## src/hw/rtl/mpsd_pkg.sv

```systemverilog
// ----------------------------------------------------------------------------
// mpsd_pkg
// Shared types and constants for the minimum power sum block.
// ----------------------------------------------------------------------------
package mpsd_pkg;

  localparam int CNT_W     = 5;
  localparam int CFG_IDX_W = 2;
  localparam int MAX_TERMS = 19;
  localparam logic [CNT_W-1:0] COUNT_MAX = 5'd31;

  typedef enum logic [CFG_IDX_W-1:0] {
    CFG_EXPONENT   = 2'd0,
    CFG_BASE_LIMIT = 2'd1,
    CFG_LIST_TERMS = 2'd2
  } cfg_idx_t;

  typedef enum logic [1:0] {
    EMIT_ERR   = 2'd0,
    EMIT_COUNT = 2'd1,
    EMIT_TERM  = 2'd2
  } emit_kind_t;

  typedef enum logic [3:0] {
    S_IDLE,
    S_CHECK,
    S_INIT,
    S_BPOW,
    S_BCHK,
    S_BCMP,
    S_WRITE,
    S_WRD,
    S_WLOAD,
    S_WPOW,
    S_WEMIT,
    S_EMIT_CNT,
    S_EMIT_ERR
  } state_t;

  typedef struct packed {
    logic       load_item;
    logic       rd_prev;
    logic       init_best;
    logic       pow_step;
    logic       rd_cand;
    logic       cmp_cand;
    logic       write_entry;
    logic       rd_walk;
    logic       load_base;
    logic       emit;
    emit_kind_t emit_kind;
  } cmd_t;

  typedef struct packed {
    logic order_ok;
    logic pow_done;
    logic cand_stop;
    logic walk_end;
    logic out_free;
  } stat_t;

endpackage

```

## src/hw/rtl/mpsd_ctrl.sv

```systemverilog
// ----------------------------------------------------------------------------
// mpsd_ctrl
// Sequencer: base search, table write, chain walk and result beats.
// ----------------------------------------------------------------------------
module mpsd_ctrl (
  input  logic          clk,
  input  logic          rst_n,
  input  logic          in_tvalid,
  output logic          in_tready,
  input  logic          list_terms,
  input  mpsd_pkg::stat_t stat,
  output mpsd_pkg::cmd_t  cmd
);
  import mpsd_pkg::*;

  state_t state_r;
  state_t state_nxt;

  always_ff @(posedge clk) begin
    if (!rst_n) begin
      state_r <= S_IDLE;
    end else begin
      state_r <= state_nxt;
    end
  end

  always_comb begin
    state_nxt = state_r;
    cmd       = '0;
    in_tready = 1'b0;
    case (state_r)
      S_IDLE: begin
        in_tready = 1'b1;
        if (in_tvalid) begin
          cmd.load_item = 1'b1;
          state_nxt     = S_CHECK;
        end
      end
      S_CHECK: begin
        if (stat.order_ok) begin
          cmd.rd_prev = 1'b1;
          state_nxt   = S_INIT;
        end else begin
          state_nxt = S_EMIT_ERR;
        end
      end
      S_INIT: begin
        cmd.init_best = 1'b1;
        state_nxt     = S_BPOW;
      end
      S_BPOW: begin
        if (stat.pow_done) begin
          state_nxt = S_BCHK;
        end else begin
          cmd.pow_step = 1'b1;
        end
      end
      S_BCHK: begin
        if (stat.cand_stop) begin
          state_nxt = S_WRITE;
        end else begin
          cmd.rd_cand = 1'b1;
          state_nxt   = S_BCMP;
        end
      end
      S_BCMP: begin
        cmd.cmp_cand = 1'b1;
        state_nxt    = S_BPOW;
      end
      S_WRITE: begin
        cmd.write_entry = 1'b1;
        state_nxt       = list_terms ? S_WRD : S_EMIT_CNT;
      end
      S_WRD: begin
        cmd.rd_walk = 1'b1;
        state_nxt   = S_WLOAD;
      end
      S_WLOAD: begin
        cmd.load_base = 1'b1;
        state_nxt     = S_WPOW;
      end
      S_WPOW: begin
        if (stat.pow_done) begin
          state_nxt = S_WEMIT;
        end else begin
          cmd.pow_step = 1'b1;
        end
      end
      S_WEMIT: begin
        if (stat.out_free) begin
          cmd.emit      = 1'b1;
          cmd.emit_kind = EMIT_TERM;
          state_nxt     = stat.walk_end ? S_IDLE : S_WRD;
        end
      end
      S_EMIT_CNT: begin
        if (stat.out_free) begin
          cmd.emit      = 1'b1;
          cmd.emit_kind = EMIT_COUNT;
          state_nxt     = S_IDLE;
        end
      end
      S_EMIT_ERR: begin
        if (stat.out_free) begin
          cmd.emit      = 1'b1;
          cmd.emit_kind = EMIT_ERR;
          state_nxt     = S_IDLE;
        end
      end
      default: begin
        state_nxt = S_IDLE;
      end
    endcase
  end

endmodule

```

## config.mk

```make
export PLATFORM = sky130hd
export DESIGN_NAME = mpsd_ctrl
export DESIGN_NICKNAME = d
export VERILOG_FILES = /design/src/hw/rtl/mpsd_pkg.sv /design/src/hw/rtl/mpsd_ctrl.sv
export SDC_FILE = /design/constraint.sdc
export NUM_CORES = 1
export LEC_CHECK = 0
export BUFFER_PORTS_ARGS = -buffer_cell sky130_fd_sc_hd__buf_4
export CAP_MARGIN = 20
export CORE_MARGIN = 8
export CORE_UTILIZATION = 40
export DETAILED_ROUTE_END_ITERATION = 10
export HOLD_SLACK_MARGIN = 0.15
export PLACE_DENSITY = 0.68
export SLEW_MARGIN = 30
export SYNTH_ARGS = -nofsm -noshare
export SYNTH_HDL_FRONTEND = slang
export SYNTH_SLANG_ARGS = --single-unit
export TNS_END_PERCENT = 10
```

## constraint.sdc

```tcl
create_clock -name clk -period 3.1 [get_ports clk]
set_input_delay 0.62 -clock clk [delete_from_list [all_inputs] [get_ports clk]]
set_output_delay 0.62 -clock clk [all_outputs]
set_load 0.005 [all_outputs]
```

==> results.py <==
metrics = {
    "clock_network": {
        "cts_hold_buf": 0,
        "cts_sinks": 4,
        "clockBufferDepth": 2,
        "cts_buffers": 3,
        "path_clk_slew_ns": 0.04,
        "cts_setup_buffers": 0,
        "clock_latency_ns": 0.23,
        "cts-htree-levels": 1,
        "cts_tree": "yes",
        "root_buffer": "clkbuf_4",
        "cts_resized": 0,
    },
    "cells_and_area": {
        "regMostFlops": "state_r",
        "diodes": 0,
        "finalNonFillerCells": 103,
        "largest_register_ffs": 4,
        "nets": 99,
        "area_growth_pct": 25.2,
        "nFillCells": 127,
        "reg_top3": "state_r x4",
        "drive_gt1_share_pct": 34.1,
    },
    "timing": {
        "slew_viol_final": 0,
        "post-route-period-util_pct": 71.4,
        "min_period_ns": 2.21,
        "timing.fmax_ghz": 0.452,
        "relSlewSlack_pct": 53.8,
        "layout_setup_ws_ns": 0.885,
        "final.setup.tns_ns": 0,
        "hold_viol": 0,
        "worst_pin_slew_ns": 0.691,
        "setup_viol_count_final": 0,
        "rsz0062_at_grt": "false",
        "fin_worst_skew_ns": 0.00193,
    },
    "synthesis": {
        "synth.distinct_cells": 39,
        "synth_area_leaders": "dfxtp_1 (14%), buf_6 (6.1%), nor2_1 (4.7%), and4bb_1 (4.5%), nand2b_1 (4.5%)",
        "synth_top_area_share_pct": 14.4,
        "synth_most_common_cell": "nor2_1",
        "synth_edf_count": 0,
        "synthArstFlopShare_pct": 0,
        "ys.flop_type": "dfxtp_1",
        "ys_seq_elements": 4,
        "yosys_warnings": 0,
        "syn_area_um2": 557,
        "avgSynthCellArea_um2": 7.84,
        "syn-instance-count": 71,
        "synth_nets": 80,
        "yosysSeqAreaShare_pct": 14.4,
        "synth_common_cells": "nor2_1 (7), nand2_1 (5), dfxtp_1 (4), nand2b_1 (4), nor3_1 (4)",
        "yosysTopAreaCell": "dfxtp_1",
    },
    "routing": {
        "ant_nets": 0,
        "routed-via-count": 568,
        "drc": 0,
        "vias_per_cell": 5.51,
        "drt_first_pass_iters": 4,
        "wl_um": 1380,
        "drtIter0Drc": 5,
        "routedWlPerCell_um": 13.4,
    },
    "worst_setup_path": {
        "path_max_fanout": 19,
        "critPathLaunchType": "flop",
        "critPathArrivalTime_ns": 1.59,
        "slowest_delay_ns": 0.70,
        "endpoint_kind": "output pin",
        "crit_type": "reg -> out",
        "crit_slowest_cell": "dfxtp_1",
        "worstPathCellList": "nand2b_1 -> o21ai_0 -> and3_1 -> buf_4",
        "cp_num_buf_inv": 1,
        "path_delay_family": "flip-flops",
        "crit_required_ns": 2.48,
    },
    "global_routing": {
        "overflow": 0,
        "grt_first_pass_wirelength_um": 2160,
        "grt_pass1_vias": 512,
        "grt_max_degree": 24,
        "antenna_found_initial": 0,
        "grt_use_total_pct": 9.91,
    },
    "place": {
        "portBuffers": 21,
        "place_ws_ns": 1.14,
        "hpwl_um": 1060,
        "dp_cells": 100,
        "gp_congestion": 0.773,
    },
    "hold_path": {
        "hold_path_class": "in -> reg",
    },
    "power_and_ir_drop": {
        "ir_worst_vdd_uv": 410,
        "p_per_area_nw_per_um2": 878,
        "leakage_nw": 0.324,
    },
    "die": {
        "ios": 22,
        "chipHeight_um": 53.3,
        "die-area_um2": 2840,
        "coreArea_um2": 1300,
        "rows": 13,
        "start_util_pct": 42.8,
        "fp.dieW_um": 53.3,
    },
    "run": {
        "max_cap_viol_count": 0,
    },
    "run_status": {
        "status": "finished, final reports clean",
    },
}
power by group:
part | switching [mW] | total, mW | internal [mW]
Combinational | 0.153 | 0.360 | 0.207
Sequential | 0.113 | 0.188 | 0.0757
Clock | 0.0200 | 0.0632 | 0.0432
final cells by class:
class / instances / area (um^2) / share of cell area [%]
timing repair buffer: 21 / 158 / 22.6
sequential: 4 / 80.1 / 11.5
inverter: 1 / 3.75 / 0.539
clock buffer: 3 / 22.5 / 3.23
multi-input combinational: 59 / 414 / 59.4
tap: 15 / 18.8 / 2.69
layer usage:
layer / part of all wire (%) / up-vias / track usage (%)
li1: - / 296 / -
met1: 45 / 261 / 11.9
met2: 52 / 11 / 16.2
met3: 3.7 / 0 / 1.12
met4: 0 / 0 / 6.30
met5: 0 / - / 0
cells by family (layout without fill, tap and decap cells):
logic type	Yosys count	in the layout	share of synthesized area, %
buffers and inverters	8	25	11.2
AOI/OAI and AO/OA	16	16	24.9
muxes	2	2	3.60
DFF	4	4	14.4
xor gates and xnor gates	1	1	1.57
and+or+nand+nor	40	40	44.3
stage by stage:
stage / power (mW) / instance area, um^2 / hold slack, ns / util (%)
after floorplan: 0.480 / 557 / 0.690 / -
after detailed placement: 0.552 / 674 / 0.731 / 51.8
after global routing: 0.670 / 697 / 0.671 / 53.6
after global placement: 0.547 / 674 / 0.725 / 51.8
after CTS: 0.619 / 697 / 0.664 / 53.6
final: 0.612 / 697 / 0.673 / 53.6
placed cells by master (no fill, tap or decap), drive strengths merged, types with 3 or more instances in the layout:
cell type,count
buf,21
nor2,7
nand2,6
nor3,4
nand2b,4
dfxtp,4
and3,3
nor2b,3
clkbuf,3
o21ai,3
worst paths after layout:
check / start / endpoint / slack [ns] / depth (start not counted)
max: state_r[2] / cmd[2] / 0.89 / 4
min: rst_n / state_r[1] / 0.67 / 2
max reg2reg: state_r[3] / state_r[1] / 1.42 / 4
min reg2reg: state_r[1] / state_r[1] / 0.73 / 1
worst reg2reg max path: stages, from the launching register on:
cell and delay (ns):
dfxtp_1 0.76, xor2_1 0.20, a22oi_2 0.29, o21ai_1 0.11, a31o_1 0.23
Note: power is estimated with default switching activity, not from simulation.
